## src/hw/rtl/rgb_to_hsv_converter_unit_macros.svh

```systemverilog
// Assertion macros shared by the RGB to HSV converter RTL.
// Depends on nothing; included by the top level only.
`ifndef RGB_TO_HSV_CONVERTER_UNIT_MACROS_SVH
`define RGB_TO_HSV_CONVERTER_UNIT_MACROS_SVH

// Same-cycle implication, disabled while reset is high.
`define RGB2HSV_ASSERT_IMPL(label, clk, rst, cond, expr) \
   label: assert property (@(posedge clk) disable iff (rst) (cond) |-> (expr)) \
      else $error("rgb2hsv: same-cycle check failed");

// Next-cycle implication, disabled while reset is high.
`define RGB2HSV_ASSERT_NEXT(label, clk, rst, cond, expr) \
   label: assert property (@(posedge clk) disable iff (rst) (cond) |=> (expr)) \
      else $error("rgb2hsv: next-cycle check failed");

`endif

```

## src/hw/rtl/rgb2hsv_pkg.sv

```systemverilog
// Shared constants and stage types of the RGB to HSV converter.
// Depends on nothing; used by every module of the block.
`default_nettype none

package rgb2hsv_pkg;

   // Field widths and fixed-point scaling.
   localparam int CHANNEL_BITS  = 8;
   localparam int HUE_FRAC_BITS = 4;
   localparam int HUE_W         = 13;
   localparam int SAT_W         = 8;
   localparam int VAL_W         = CHANNEL_BITS;

   localparam int CHAN_MAX      = (1 << CHANNEL_BITS) - 1;
   localparam int HUE_SIXTY     = 60 << HUE_FRAC_BITS;
   localparam int HUE_FULL      = 360 << HUE_FRAC_BITS;
   localparam int HUE_STEP      = 2 * HUE_SIXTY;
   localparam int SAT_STEP      = 2 * CHAN_MAX;

   // Sector position runs up to seven times the channel difference.
   localparam int POS_W         = CHANNEL_BITS + 3;

   // Divider geometry: one quotient bit per cell.
   localparam int QUO_W         = HUE_W;
   localparam int DIV_W         = CHANNEL_BITS + 1;
   localparam int NUM_W         = QUO_W + DIV_W;
   localparam int CELL_COUNT    = QUO_W;

   // One long division in flight: partial remainder, numerator bits still
   // to be brought down (quotient bits fill in from the bottom), divisor.
   typedef struct packed {
      logic [DIV_W-1:0] rem;
      logic [QUO_W-1:0] bits;
      logic [DIV_W-1:0] div;
   } rgb2hsv_div_type;

   // Everything that travels along the chain with one pixel.
   typedef struct packed {
      rgb2hsv_div_type  hue;
      rgb2hsv_div_type  sat;
      logic             hue_zero;
      logic             sat_zero;
      logic [VAL_W-1:0] val;
   } rgb2hsv_stage_type;

endpackage

`default_nettype wire

```

## src/hw/rtl/rgb2hsv_front.sv

```systemverilog
// Entry stage: finds max and min, the hue sector position and both division
// numerators, and registers them. Depends on rgb2hsv_pkg.
`default_nettype none

module rgb2hsv_front (
   input  wire                              clock,
   input  wire                              reset,
   input  wire                              up_valid,
   output logic                             up_ready,
   input  wire  [7:0]                       red,
   input  wire  [7:0]                       green,
   input  wire  [7:0]                       blue,
   output logic                             down_valid,
   input  wire                              down_ready,
   output rgb2hsv_pkg::rgb2hsv_stage_type   down_data
);
   import rgb2hsv_pkg::*;

   logic [CHANNEL_BITS-1:0] r_w, g_w, b_w;
   logic                    r_top, g_top;
   logic [CHANNEL_BITS-1:0] cmax, cmin, cdif;
   logic [POS_W-1:0]        pos;
   logic [NUM_W-1:0]        hue_num, sat_num;

   logic                    valid_ff;
   rgb2hsv_stage_type       data_ff, data_in;

   // Channel bits above the configured width are ignored.
   assign r_w = red[CHANNEL_BITS-1:0];
   assign g_w = green[CHANNEL_BITS-1:0];
   assign b_w = blue[CHANNEL_BITS-1:0];

   // Largest channel picks the sector; red beats green, green beats blue.
   always_comb begin
      r_top = (r_w >= g_w) && (r_w >= b_w);
      g_top = !r_top && (g_w >= b_w);
      if (r_top) begin
         cmax = r_w;
      end else if (g_top) begin
         cmax = g_w;
      end else begin
         cmax = b_w;
      end
      cmin = r_w;
      if (g_w < cmin) begin
         cmin = g_w;
      end
      if (b_w < cmin) begin
         cmin = b_w;
      end
      cdif = cmax - cmin;
   end

   // Position around the hexcone in units of one sector times cdif.
   always_comb begin
      if (r_top) begin
         pos = POS_W'(6) * POS_W'(cdif) + POS_W'(g_w) - POS_W'(b_w);
      end else if (g_top) begin
         pos = POS_W'(2) * POS_W'(cdif) + POS_W'(b_w) - POS_W'(r_w);
      end else begin
         pos = POS_W'(4) * POS_W'(cdif) + POS_W'(r_w) - POS_W'(g_w);
      end
   end

   // Numerators include half the divisor so that the quotient rounds.
   assign hue_num = NUM_W'(pos) * NUM_W'(HUE_STEP) + NUM_W'(cdif);
   assign sat_num = NUM_W'(cdif) * NUM_W'(SAT_STEP) + NUM_W'(cmax);

   // Preload each division with the numerator bits above the quotient width.
   always_comb begin
      data_in.hue.rem  = hue_num[NUM_W-1:QUO_W];
      data_in.hue.bits = hue_num[QUO_W-1:0];
      data_in.hue.div  = {cdif, 1'b0};
      data_in.sat.rem  = sat_num[NUM_W-1:QUO_W];
      data_in.sat.bits = sat_num[QUO_W-1:0];
      data_in.sat.div  = {cmax, 1'b0};
      data_in.hue_zero = (cdif == '0);
      data_in.sat_zero = (cmax == '0);
      data_in.val      = VAL_W'(cmax);
   end

   // The stage takes a new transfer whenever it is empty or draining.
   assign up_ready = !valid_ff || down_ready;

   always_ff @(posedge clock) begin
      if (reset) begin
         valid_ff <= 1'b0;
      end else if (up_ready) begin
         valid_ff <= up_valid;
      end
      if (up_ready && up_valid) begin
         data_ff <= data_in;
      end
   end

   assign down_valid = valid_ff;
   assign down_data  = data_ff;

endmodule

`default_nettype wire

```

## src/hw/rtl/rgb2hsv_cell.sv

```systemverilog
// One cell of the divider chain: a single restoring step for both the hue
// and the saturation division, then a register. Depends on rgb2hsv_pkg.
`default_nettype none

module rgb2hsv_cell (
   input  wire                              clock,
   input  wire                              reset,
   input  wire                              up_valid,
   output logic                             up_ready,
   input  rgb2hsv_pkg::rgb2hsv_stage_type   up_data,
   output logic                             down_valid,
   input  wire                              down_ready,
   output rgb2hsv_pkg::rgb2hsv_stage_type   down_data
);
   import rgb2hsv_pkg::*;

   logic [DIV_W:0]    hue_shift, sat_shift;
   logic [DIV_W:0]    hue_diff, sat_diff;
   logic              hue_ge, sat_ge;

   logic              valid_ff;
   rgb2hsv_stage_type data_ff, data_in;

   // Bring down the next numerator bit and try to subtract the divisor.
   always_comb begin
      hue_shift = {up_data.hue.rem, up_data.hue.bits[QUO_W-1]};
      sat_shift = {up_data.sat.rem, up_data.sat.bits[QUO_W-1]};
      hue_diff  = hue_shift - {1'b0, up_data.hue.div};
      sat_diff  = sat_shift - {1'b0, up_data.sat.div};
      hue_ge    = hue_shift >= {1'b0, up_data.hue.div};
      sat_ge    = sat_shift >= {1'b0, up_data.sat.div};

      data_in          = up_data;
      data_in.hue.rem  = hue_ge ? hue_diff[DIV_W-1:0] : hue_shift[DIV_W-1:0];
      data_in.sat.rem  = sat_ge ? sat_diff[DIV_W-1:0] : sat_shift[DIV_W-1:0];
      data_in.hue.bits = {up_data.hue.bits[QUO_W-2:0], hue_ge};
      data_in.sat.bits = {up_data.sat.bits[QUO_W-2:0], sat_ge};
   end

   // Bubbles collapse: an empty cell takes a transfer even while stalled.
   assign up_ready = !valid_ff || down_ready;

   always_ff @(posedge clock) begin
      if (reset) begin
         valid_ff <= 1'b0;
      end else if (up_ready) begin
         valid_ff <= up_valid;
      end
      if (up_ready && up_valid) begin
         data_ff <= data_in;
      end
   end

   assign down_valid = valid_ff;
   assign down_data  = data_ff;

endmodule

`default_nettype wire

```

## src/hw/rtl/rgb2hsv_back.sv

```systemverilog
// Output stage: wraps the hue into one turn, applies the grey and black
// special cases and holds the result register. Depends on rgb2hsv_pkg.
`default_nettype none

module rgb2hsv_back (
   input  wire                              clock,
   input  wire                              reset,
   input  wire                              up_valid,
   output logic                             up_ready,
   input  rgb2hsv_pkg::rgb2hsv_stage_type   up_data,
   output logic                             down_valid,
   input  wire                              down_ready,
   output logic [rgb2hsv_pkg::HUE_W-1:0]    hue,
   output logic [rgb2hsv_pkg::SAT_W-1:0]    sat,
   output logic [rgb2hsv_pkg::VAL_W-1:0]    val
);
   import rgb2hsv_pkg::*;

   logic [QUO_W-1:0] hue_q;
   logic [HUE_W-1:0] hue_in, hue_ff;
   logic [SAT_W-1:0] sat_in, sat_ff;
   logic [VAL_W-1:0] val_ff;
   logic             valid_ff;

   // A rounded hue of a full turn or more folds back by one turn.
   always_comb begin
      hue_q = up_data.hue.bits;
      if (hue_q >= QUO_W'(HUE_FULL)) begin
         hue_q = hue_q - QUO_W'(HUE_FULL);
      end
      hue_in = up_data.hue_zero ? '0 : HUE_W'(hue_q);
      sat_in = up_data.sat_zero ? '0 : up_data.sat.bits[SAT_W-1:0];
   end

   // Result register parts the chain from the receiver.
   assign up_ready = !valid_ff || down_ready;

   always_ff @(posedge clock) begin
      if (reset) begin
         valid_ff <= 1'b0;
      end else if (up_ready) begin
         valid_ff <= up_valid;
      end
      if (up_ready && up_valid) begin
         hue_ff <= hue_in;
         sat_ff <= sat_in;
         val_ff <= up_data.val;
      end
   end

   assign down_valid = valid_ff;
   assign hue        = hue_ff;
   assign sat        = sat_ff;
   assign val        = val_ff;

endmodule

`default_nettype wire

```

## src/hw/rtl/rgb_to_hsv_converter_unit.sv

```systemverilog
// RGB to HSV converter, hexcone model: one pixel in, one HSV result out.
// Valid/ready on both channels; a transfer happens when valid and ready
// are both high at a rising clock edge.
// Hue is in sixteenths of a degree (0..5759), saturation is rounded
// 255 * (max - min) / max, and value is the largest channel. Grey and
// black pixels give hue 0 and saturation 0.
// A pixel passes fifteen registers, one entry stage, thirteen divider cells
// (one quotient bit each) and the result register, and the first is loaded
// at the input transfer edge itself. Throughput: one pixel per cycle,
// sustained while rsp_ready stays high, as every stage is registered and
// both divisions advance one bit per cell. When the receiver holds
// rsp_ready low, the result stays in the output register and stages behind
// it keep filling any empty slots, so up to 15 pixels are held before
// req_ready falls.
// Reset (synchronous, active high) empties every stage; no pixel held at
// that moment is delivered.
`default_nettype none
`include "rgb_to_hsv_converter_unit_macros.svh"

module rgb_to_hsv_converter_unit (
   input  wire                              clock,
   input  wire                              reset,
   input  wire                              req_valid,
   output logic                             req_ready,
   input  wire  [7:0]                       req_red_in,
   input  wire  [7:0]                       req_green_in,
   input  wire  [7:0]                       req_blue_in,
   output logic                             rsp_valid,
   input  wire                              rsp_ready,
   output logic [rgb2hsv_pkg::HUE_W-1:0]    rsp_hue_out,
   output logic [rgb2hsv_pkg::SAT_W-1:0]    rsp_sat_out,
   output logic [rgb2hsv_pkg::VAL_W-1:0]    rsp_val_out
);
   import rgb2hsv_pkg::*;

   // Handshake and data along the chain; index 0 is the entry stage.
   logic              chain_valid [CELL_COUNT+1];
   logic              chain_ready [CELL_COUNT+1];
   rgb2hsv_stage_type chain_data  [CELL_COUNT+1];

   // Entry stage.
   rgb2hsv_front u_front (
      .clock      (clock),
      .reset      (reset),
      .up_valid   (req_valid),
      .up_ready   (req_ready),
      .red        (req_red_in),
      .green      (req_green_in),
      .blue       (req_blue_in),
      .down_valid (chain_valid[0]),
      .down_ready (chain_ready[0]),
      .down_data  (chain_data[0])
   );

   // Divider chain, one quotient bit per cell.
   for (genvar i = 0; i < CELL_COUNT; i++) begin : g_cell
      rgb2hsv_cell u_cell (
         .clock      (clock),
         .reset      (reset),
         .up_valid   (chain_valid[i]),
         .up_ready   (chain_ready[i]),
         .up_data    (chain_data[i]),
         .down_valid (chain_valid[i+1]),
         .down_ready (chain_ready[i+1]),
         .down_data  (chain_data[i+1])
      );
   end

   // Result register.
   rgb2hsv_back u_back (
      .clock      (clock),
      .reset      (reset),
      .up_valid   (chain_valid[CELL_COUNT]),
      .up_ready   (chain_ready[CELL_COUNT]),
      .up_data    (chain_data[CELL_COUNT]),
      .down_valid (rsp_valid),
      .down_ready (rsp_ready),
      .hue        (rsp_hue_out),
      .sat        (rsp_sat_out),
      .val        (rsp_val_out)
   );

   // Hue always lands inside one turn.
   `RGB2HSV_ASSERT_IMPL(a_hue_range, clock, reset, rsp_valid, rsp_hue_out < HUE_W'(HUE_FULL))
   // A saturated colour cannot come from a black pixel.
   `RGB2HSV_ASSERT_IMPL(a_sat_needs_val, clock, reset, rsp_valid && |rsp_sat_out, |rsp_val_out)
   // Zero saturation only comes from grey, which has hue zero.
   `RGB2HSV_ASSERT_IMPL(a_grey_hue, clock, reset, rsp_valid && ~|rsp_sat_out, ~|rsp_hue_out)
   // With the receiver ready the whole chain moves, so the input is ready too.
   `RGB2HSV_ASSERT_IMPL(a_ready_chain, clock, reset, rsp_ready, req_ready)

endmodule

`default_nettype wire

```

## config.mk

```make
export PLATFORM = sky130hd
export DESIGN_NAME = rgb_to_hsv_converter_unit
export DESIGN_NICKNAME = d
export VERILOG_FILES = /design/src/hw/rtl/rgb2hsv_pkg.sv /design/src/hw/rtl/rgb2hsv_front.sv /design/src/hw/rtl/rgb2hsv_cell.sv /design/src/hw/rtl/rgb2hsv_back.sv /design/src/hw/rtl/rgb_to_hsv_converter_unit.sv
export VERILOG_INCLUDE_DIRS = /design/src /design/src/hw/rtl
export SDC_FILE = /design/constraint.sdc
export NUM_CORES = 1
export LEC_CHECK = 0
export ABC_CLOCK_PERIOD_IN_PS = 32400
export BUFFER_PORTS_ARGS = -buffer_cell sky130_fd_sc_hd__buf_2
export CAP_MARGIN = 20
export CORE_MARGIN = 1
export CORE_UTILIZATION = 35
export CTS_CLUSTER_DIAMETER = 150
export DETAILED_ROUTE_END_ITERATION = 8
export HOLD_SLACK_MARGIN = 0.15
export PLACE_DENSITY = 0.59
export SKIP_CTS_REPAIR_TIMING = 1
export SLEW_MARGIN = 10
export SYNTH_ARGS = -nofsm -noshare
export SYNTH_HDL_FRONTEND = slang
export SYNTH_SLANG_ARGS = --single-unit
```

## constraint.sdc

```tcl
create_clock -name clock -period 32.4 [get_ports clock]
set_input_delay 3.24 -clock clock [delete_from_list [all_inputs] [get_ports clock]]
set_output_delay 3.24 -clock clock [all_outputs]
set_load 0.03 [all_outputs]
```

### Yosys cells after proc, flatten, opt, wreduce, memory -nomap -nowiden

Cells that the tools add are included.

* register bits: 877
* output and inout port bits: 31
* word-level logic and storage cells: 277

* $add $sub $neg: 34
* multiply operators: 3
* magnitude comparators: 32
* mux-type cells: 31
* reductions and logical operators: 50

Operator list (count)
* $ge 10x9->1: 25
* $mux 9: 24
* $sub 9x9->9: 23
* $sub 11x8->11: 3
* $mux 8: 4
* $ge 8x8->1: 3
* $add 22x8->22: 1
* $mux 11: 2
* $add 17x8->18: 1
* $logic_and 1x1->1: 17
* $logic_not 1->1: 16
* $logic_not 8->1: 2
* $lt 8x8->1: 2
* $mul 8x8->16 const B: 1
* $logic_or 1x1->1: 15
* $mul 11x4->15 const B: 1
* $ge 13x13->1 const B: 1
* $mux 13: 1
* $sub 13x13->13 const B: 1
* $add 10x8->11: 1
* $add 11x8->11: 1
* $add 9x8->10: 1
* $mul 2x8->10 const A: 1
* $ge 6x9->1: 1
* other kinds (2): 2

### Depth between registers and ports, before layout

Gate-level depths: netlist of the first run.

* word-level depth: 17
* mapped depth: 48
* depth with buffers taken out: 46

### By module

From an unflattened synthesis of the first run, not the netlist that was laid out.

* cell total of the unflattened synthesis: 3814
* area, all modules: 51846.0 um^2

Modules (own cells, without submodules)
* rgb2hsv_cell (g_cell[0].u_cell ...): times used 12, cells an instance 220, area each 3250.6 um^2, sequential area each 2182.1 um^2
* rgb2hsv_front: times used 1, cells an instance 872, area each 8326.7 um^2, sequential area each 1521.5 um^2
* rgb2hsv_cell (g_cell[6].u_cell): times used 1, cells an instance 220, area each 3245.6 um^2, sequential area each 2182.1 um^2
* rgb2hsv_back: times used 1, cells an instance 82, area each 1266.2 um^2, sequential area each 890.9 um^2

### Worst setup path after synthesis of the first run

OpenSTA, ideal clock, no wires.

* path kind: in2reg
* start: in req_red_in[1]
* end: reg u_front.data_ff (netlist bit u_front.down_data[71]), data pin
* setup time: 260 ps
* data arrival time: 12474 ps
* path slack: 19666 ps
* cell stages on the path: 43
* path buffers: 2
* cell sequence: inv_1 -> ha_1 -> and3_4 -> a221o_1 -> a21o_1 -> clkbuf_1 -> nor2_1 -> a21oi_1 -> ha_1 -> a21oi_1 -> o21ai_0 -> nor2b_1 -> a21oi_1 -> clkbuf_1 -> nand2_1 -> o21ai_0 -> ha_1 -> nor2b_1 -> (+7 left out) -> xnor2_1 -> fa_1 -> ha_1 -> o41ai_1 -> o21ai_0 -> xor2_1 -> and2_1 -> mux2_2 -> or2_1 -> fa_1 -> inv_1 -> ha_1 -> and2_1 -> a311oi_1 -> xnor2_1 -> nand3_1 -> nor3b_1 -> xnor2_1

RTL lines
* start, declared: line rgb_to_hsv_converter_unit.sv:25 `input wire [7:0] req_red_in,`
* end signal, assigned: line rgb2hsv_front.sv:92 `data_ff <= data_in;`
* end, declared: line rgb2hsv_front.sv:26 `rgb2hsv_stage_type data_ff, data_in;`

==> summary.md, run 1 <==
| Metric | Value |
|---|---|
| DR DRC count | 0 |
| Row count | 123 |
| Detail Placement HPWL | 53020 microns |
| Via count of the first global-routing pass | ~24000 |
| Pre-CTS setup slack | 17.81 ns |
| Number of synthesized flops with an enable pin | 723 |
| Final hold violation count | 0 |
| Post-synth top area share | 54.80% |
| Post-Layout Cell Count | 4850 |
| Final ANT Viol Nets | 0 |
| Share of cells above drive strength 1 | under 10% |
| Post-DR vias/cell | 4.710 |
| Reg-to-reg startpoint | u_back.down_valid |
| First-pass GRT wire length | 116500 microns |
| Post-Syn Area | 0.03962 sq mm |
| Routed len/inst | 14.34 microns |
| Worst-path fanout max | 15 |
| Final WS setup | 18.35 ns |
| CTS tree | done |
| FMAX | 71.17 MHz |
| Initial Utilization | a little over a third |
| # diodes | 0 |
| Final min period | 14.05 ns |
| CP startpoint | req_red_in[1] |
| IO Port Bufs | 58 |
| Startpoint Class | primary input |
| Top area cells in the synthesized netlist | edfxtp_1 55%, ha_1 11%, fa_1 4.2%, inv_1 3.6%, xnor2_1 3.2% |
| Synth cell types | 77 |
| Top_reg_cell synth | edfxtp_1 |
| Cells after DPL | 4702 |
| Data arrival, critical path | 14.39 ns |
| Syn. warnings | 0 |
| Hold Startpoint | g_cell[11].u_cell.down_data[9] |
| Endpoints failing setup | 0 |
| Ys async rst share | 0% |
| Drt pass-1 iters | 5 |
| Die ar. | 0.1145 sq mm |
| Data required time of the worst path | roughly 33 ns |
| Unrepaired setup endpoints after global routing | false |
| WS Path Type | in -> reg |
| Most common cell after layout, fill and taps aside | edfxtp_1 |
| Total congestion overflow | 0 |
| Number of max-cap violations | 0 |
| Max Clock Skew | 0.02136 ns |
| CTS max path bufs | 3 |
| Period utilisation layout | 43.37% |
| Layout Area Growth over Synthesis | 12.78% |
| Die Ht | roughly 340 microns |
| RePlAce Congestion | 0.8699 |
| Worst-margin pin slew | between 1 and 1.5 ns |
| Setup_tns | 0 ns |
| I/O pin count | between 50 and 60 |
| Status | finished clean |
| FF+latch count, synth | 738 |
| Final nets | 3752 |
| Gate Count Post-Synth | 3155 |
| Clock-pin slew on the worst setup and hold paths | around 0.06 ns |
| Initial antenna violation count | 0 |
| Clock sink count | 738 |
| Crit-path most repeated cell | ha_1 |
| Area leader, netlist | edfxtp_1 |
| Critical Path Sink Type | register |
| Finished Core Util | 39.77% |
| Slowest CP cell | xor2_1 |
| Tot GR Track Use | 12.30% |
| Crit-path max cell delay | 0.77 ns |
| Initial DRC Count | between 900 and 1000 |
| Worst slew margin | 30.35% |
| Largest net degree at the start of global routing | 55 |
| Core area | 0.1123 sq mm |
| Hold Path Class | reg -> reg |
| Wirelength, routed | 69530 microns |
| Clock Latency Late Sink | roughly 0.6 ns |
| Final max-slew violation count | 0 |
| H-Tree Level Count | 3 |
| Syn Area/Cell | 12.56 sq um |
| Num CTS Buffers | 80 |
| Clock root buffer | clkbuf_16 |
| Via count | around 23000 |
| CP Buf/Inv Count | 6 |
| Commonest non-fill, non-tap cells in the layout | 723 x edfxtp_1, 377 x inv_1, 356 x ha_1 |
| CP delay by family, top | compound AO/OA/AOI/OAI gates |
| Sequential area share after synthesis | 55.56% |
| Post-Syn Nets | 3622 |
| Die width | 338.5 microns |
## area by class of cell
| type | count | area [sq um] |
|---|---|---|
| Clock buffer | 106 | 2121 |
| Clock inverter | 41 | 583.1 |
| Fill cell | 10670 | 67660 |
| Inverter | 380 | 1431 |
| Multi-Input combinational cell | 2002 | 16170 |
| Sequential cell | 738 | 22010 |
| Tap cell | 1500 | 1877 |
| Timing Repair Buffer | 83 | 490.5 |
## worst reg2reg max path, delay by kind of cell (launching register included)
kind | cells | cell delay, ns
AOI/OAI and AO/OA | 1 | 0.09
buffers and inverters | 1 | 0.30
DFF | 1 | 0.33
and+or+nand+nor | 7 | 2.09
## state kept, by name, indices dropped and copies added, names as in the netlist
register,flops
g_cell.u_cell.down_data,644
u_front.down_data,50
g_cell.u_cell.down_valid,13
u_back.hue,13
u_back.sat,8
u_back.val,8
u_back.down_valid,1
u_front.down_valid,1
## kinds of logic after synthesis
| family | Yosys count | synth area share, % |
|---|---|---|
| xor+xnor | 212 | 4.826 |
| mux | 58 | 1.604 |
| simple gates | 647 | 8.404 |
| flops | 738 | 55.56 |
| compound gates | 645 | 10.19 |
| fa+ha+maj | 440 | 15.46 |
| buf+inv | 415 | 3.957 |
## cells in the mapped netlist, types with 83 or more instances
master / count
nor2_1: 199
o21ai_0: 128
nor2b_1: 118
ha_1: 356
nand2_1: 87
inv_1: 377
a21oi_1: 248
nand2b_1: 97
edfxtp_1: 723
xnor2_1: 146
a21o_1: 119
fa_1: 83
## final timing paths
check                                   end  slack [ns]  cells after the start
max                   u_front.down_data[71]       18.35                     41
min          g_cell[12].u_cell.down_data[9]        0.41                      0
max reg2reg           u_front.down_data[68]       29.15                      9
min reg2reg  g_cell[12].u_cell.down_data[9]        0.41                      0
## metrics by stage
step | instance area (sq um) | hold slack (ns)
6_report | 44680 | 0.4113
5_1_grt | 44680 | 0.4179
4_1_cts | 44660 | 0.4081
3_5_place_dp | 41960 | 0.4045
3_3_place_gp | 41960 | 0.4002
2_1_floorplan | 39620 | 0.4003
## per-layer routing
metal,share of wire [%],up-vias,track usage (%)
met2,53,311,23.48
met1,41,10830,13.76
met5,0,-,0
met4,2.3,0,3.790
li1,-,11590,-
met3,3.5,115,2.103
Power of run 1 is not shown: default switching activity piles up to over one toggle a cycle in this logic, so the estimate is an artifact.
==> run 2, diff against run 1 <==
- ABC_CLOCK_PERIOD_IN_PS: 32400 -> 14500
- clock period: 32.4 -> 14.5 ns (I/O delays scaled with it)
==> run 2 against run 1 <==
Effect of this change:
- first-iteration DRC count down 1.8%
- setup slack worse by 16 ns
- final cell count about the same
- hold slack worse by 0.0068 ns
- final area down 0.10%
- register-to-register slack worse by 18 ns
==> summary.md, run 2 (same netlist as run 1, synthesis figures left out) <==
| Metric | Value |
|---|---|
| Final max-slew violation count | 0 |
| I/O pin count | slightly below 60 |
| Final nets | 3753 |
| Via count | 22980 |
| First-pass GRT wire length | 115400 microns |
| CTS max path bufs | 3 |
| Initial DRC Count | 916 |
| Clock sink count | around 740 |
| Setup_tns | 0 ns |
| Final hold violation count | 0 |
| Share of cells above drive strength 1 | 8.458% |
| Unrepaired setup endpoints after global routing | false |
| Startpoint Class | primary input |
| Initial antenna violation count | 0 |
| Endpoints failing setup | 0 |
| FMAX | roughly 84 MHz |
| Routed len/inst | 14.28 microns |
| Commonest non-fill, non-tap cells in the layout | 723 x edfxtp_1, 377 x inv_1, 356 x ha_1 |
| Max reg flops | 644 |
| Die ar. | 0.1145 sq mm |
| # diodes | 0 |
| Hold Path Class | reg -> reg |
| Finished Cell Area | 0.04464 sq mm |
| R2R Path End | u_front.down_data[66] |
| Die Ht | 338.5 microns |
| Max Clock Skew | 0.01739 ns |
| Data arrival, critical path | approximately 12 ns |
| Via count of the first global-routing pass | 23730 |
| Worst-path fanout max | 15 |
| IO Port Bufs | 58 |
| H-Tree Level Count | 3 |
| Number of max-cap violations | 0 |
| Data required time of the worst path | 14.84 ns |
| Die width | 338.5 microns |
| Final min period | roughly 12 ns |
| Status | finished clean |
| Fillers | between 10000 and 15000 |
| Worst slew margin | 29.93% |
| RePlAce Congestion | slightly below 0.9 |
| Row count | 123 |
| Layout Area Growth over Synthesis | 12.67% |
| Tot GR Track Use | around 12% |
| Worst setup endpoint | u_front.down_data[71] |
| Num CTS Buffers | 80 |
| Total congestion overflow | 0 |
| Core area | 0.1123 sq mm |
| Worst-margin pin slew | 1.044 ns |
| Final ANT Viol Nets | 0 |
| Reg-to-reg startpoint | u_back.down_valid |
| Crit-path most repeated cell | ha_1 |
| Multi-input gate area | 0.01617 sq mm |
| DR DRC count | 0 |
| Period utilisation layout | 82.34% |
| Wirelength, routed | 69190 microns |
| CTS tree | done |
| Hold path cells | 0 |
| CP startpoint | req_red_in[1] |
| Worst reg-to-reg path cell count | 9 |
| Largest net degree at the start of global routing | 55 |
| Most common cell after layout, fill and taps aside | edfxtp_1 |
| Clock Latency Late Sink | around 0.61 ns |
| Clock root buffer | clkbuf_16 |
| R2R setup slack | 11.17 ns |
| Crit-path max cell delay | 0.70 ns |
| Critical Path Sink Type | register |
| Initial Utilization | 35.27% |
| Clock-pin slew on the worst setup and hold paths | about 0.06 ns |
| Cell Area, Placed | 0.04197 sq mm |
| Detail Placement HPWL | 52950 microns |
| Storage cell area | roughly 0.022 sq mm |
| WS Path Type | in -> reg |
| Drt pass-1 iters | 5 |
| Hold Startpoint | g_cell[0].u_cell.down_data[22] |
| Post-DR vias/cell | 4.742 |
| Slowest CP cell | a21oi_1 |
-- run 2: per-stage QoR --
stage	hold slack [ns]	instances	worst slack [ns]	utilization, %
floorplan	0.4003	3155	3.556	-
global placement	0.4002	4703	2.169	37.36
detailed placement	0.4045	4703	2.016	37.36
CTS	0.4056	4845	2.634	39.71
global route	0.4091	4846	1.689	39.73
finish	0.4044	4846	2.560	39.73
-- run 2: final cells by class --
type | count | area share (%)
clock buffer | 91 | 4.768
tap | 1500 | 4.204
inverter | 380 | 3.207
timing repair buffer | 84 | 1.132
sequential | 738 | 49.31
multi-input combinational | 2002 | 36.22
clock inverter | 51 | 1.155
-- run 2: worst max-delay path, delay by kind of cell --
family,cells,cell delay (ns)
and+or+nand+nor,11,2.00
xor gates and xnor gates,5,1.07
buffers and inverters,5,0.47
AOI/OAI and AO/OA,10,3.80
adders and majority gates,8,2.86
muxes,2,0.62
-- run 2: worst min-delay path by stage --
stage | slack (ns) | to
after CTS | 0.41 | g_cell[12].u_cell.down_data[26]
after global routing | 0.41 | g_cell[1].u_cell.down_data[23]
final | 0.40 | g_cell[1].u_cell.down_data[23]
after detailed placement | 0.40 | g_cell[0].u_cell.down_data[29]
after floorplan | 0.40 | g_cell[0].u_cell.down_data[21]
after global placement | 0.40 | g_cell[8].u_cell.down_data[52]
-- run 2: metal layers --
layer	vias to the layer above	track usage, %	routed length, microns
li1	11590	-	-
met1	10930	13.75	28630
met2	309	22.98	36240
met3	148	1.879	2030
met4	0	4.374	2288
met5	-	0	0
Power of run 2 is left out for the same reason.
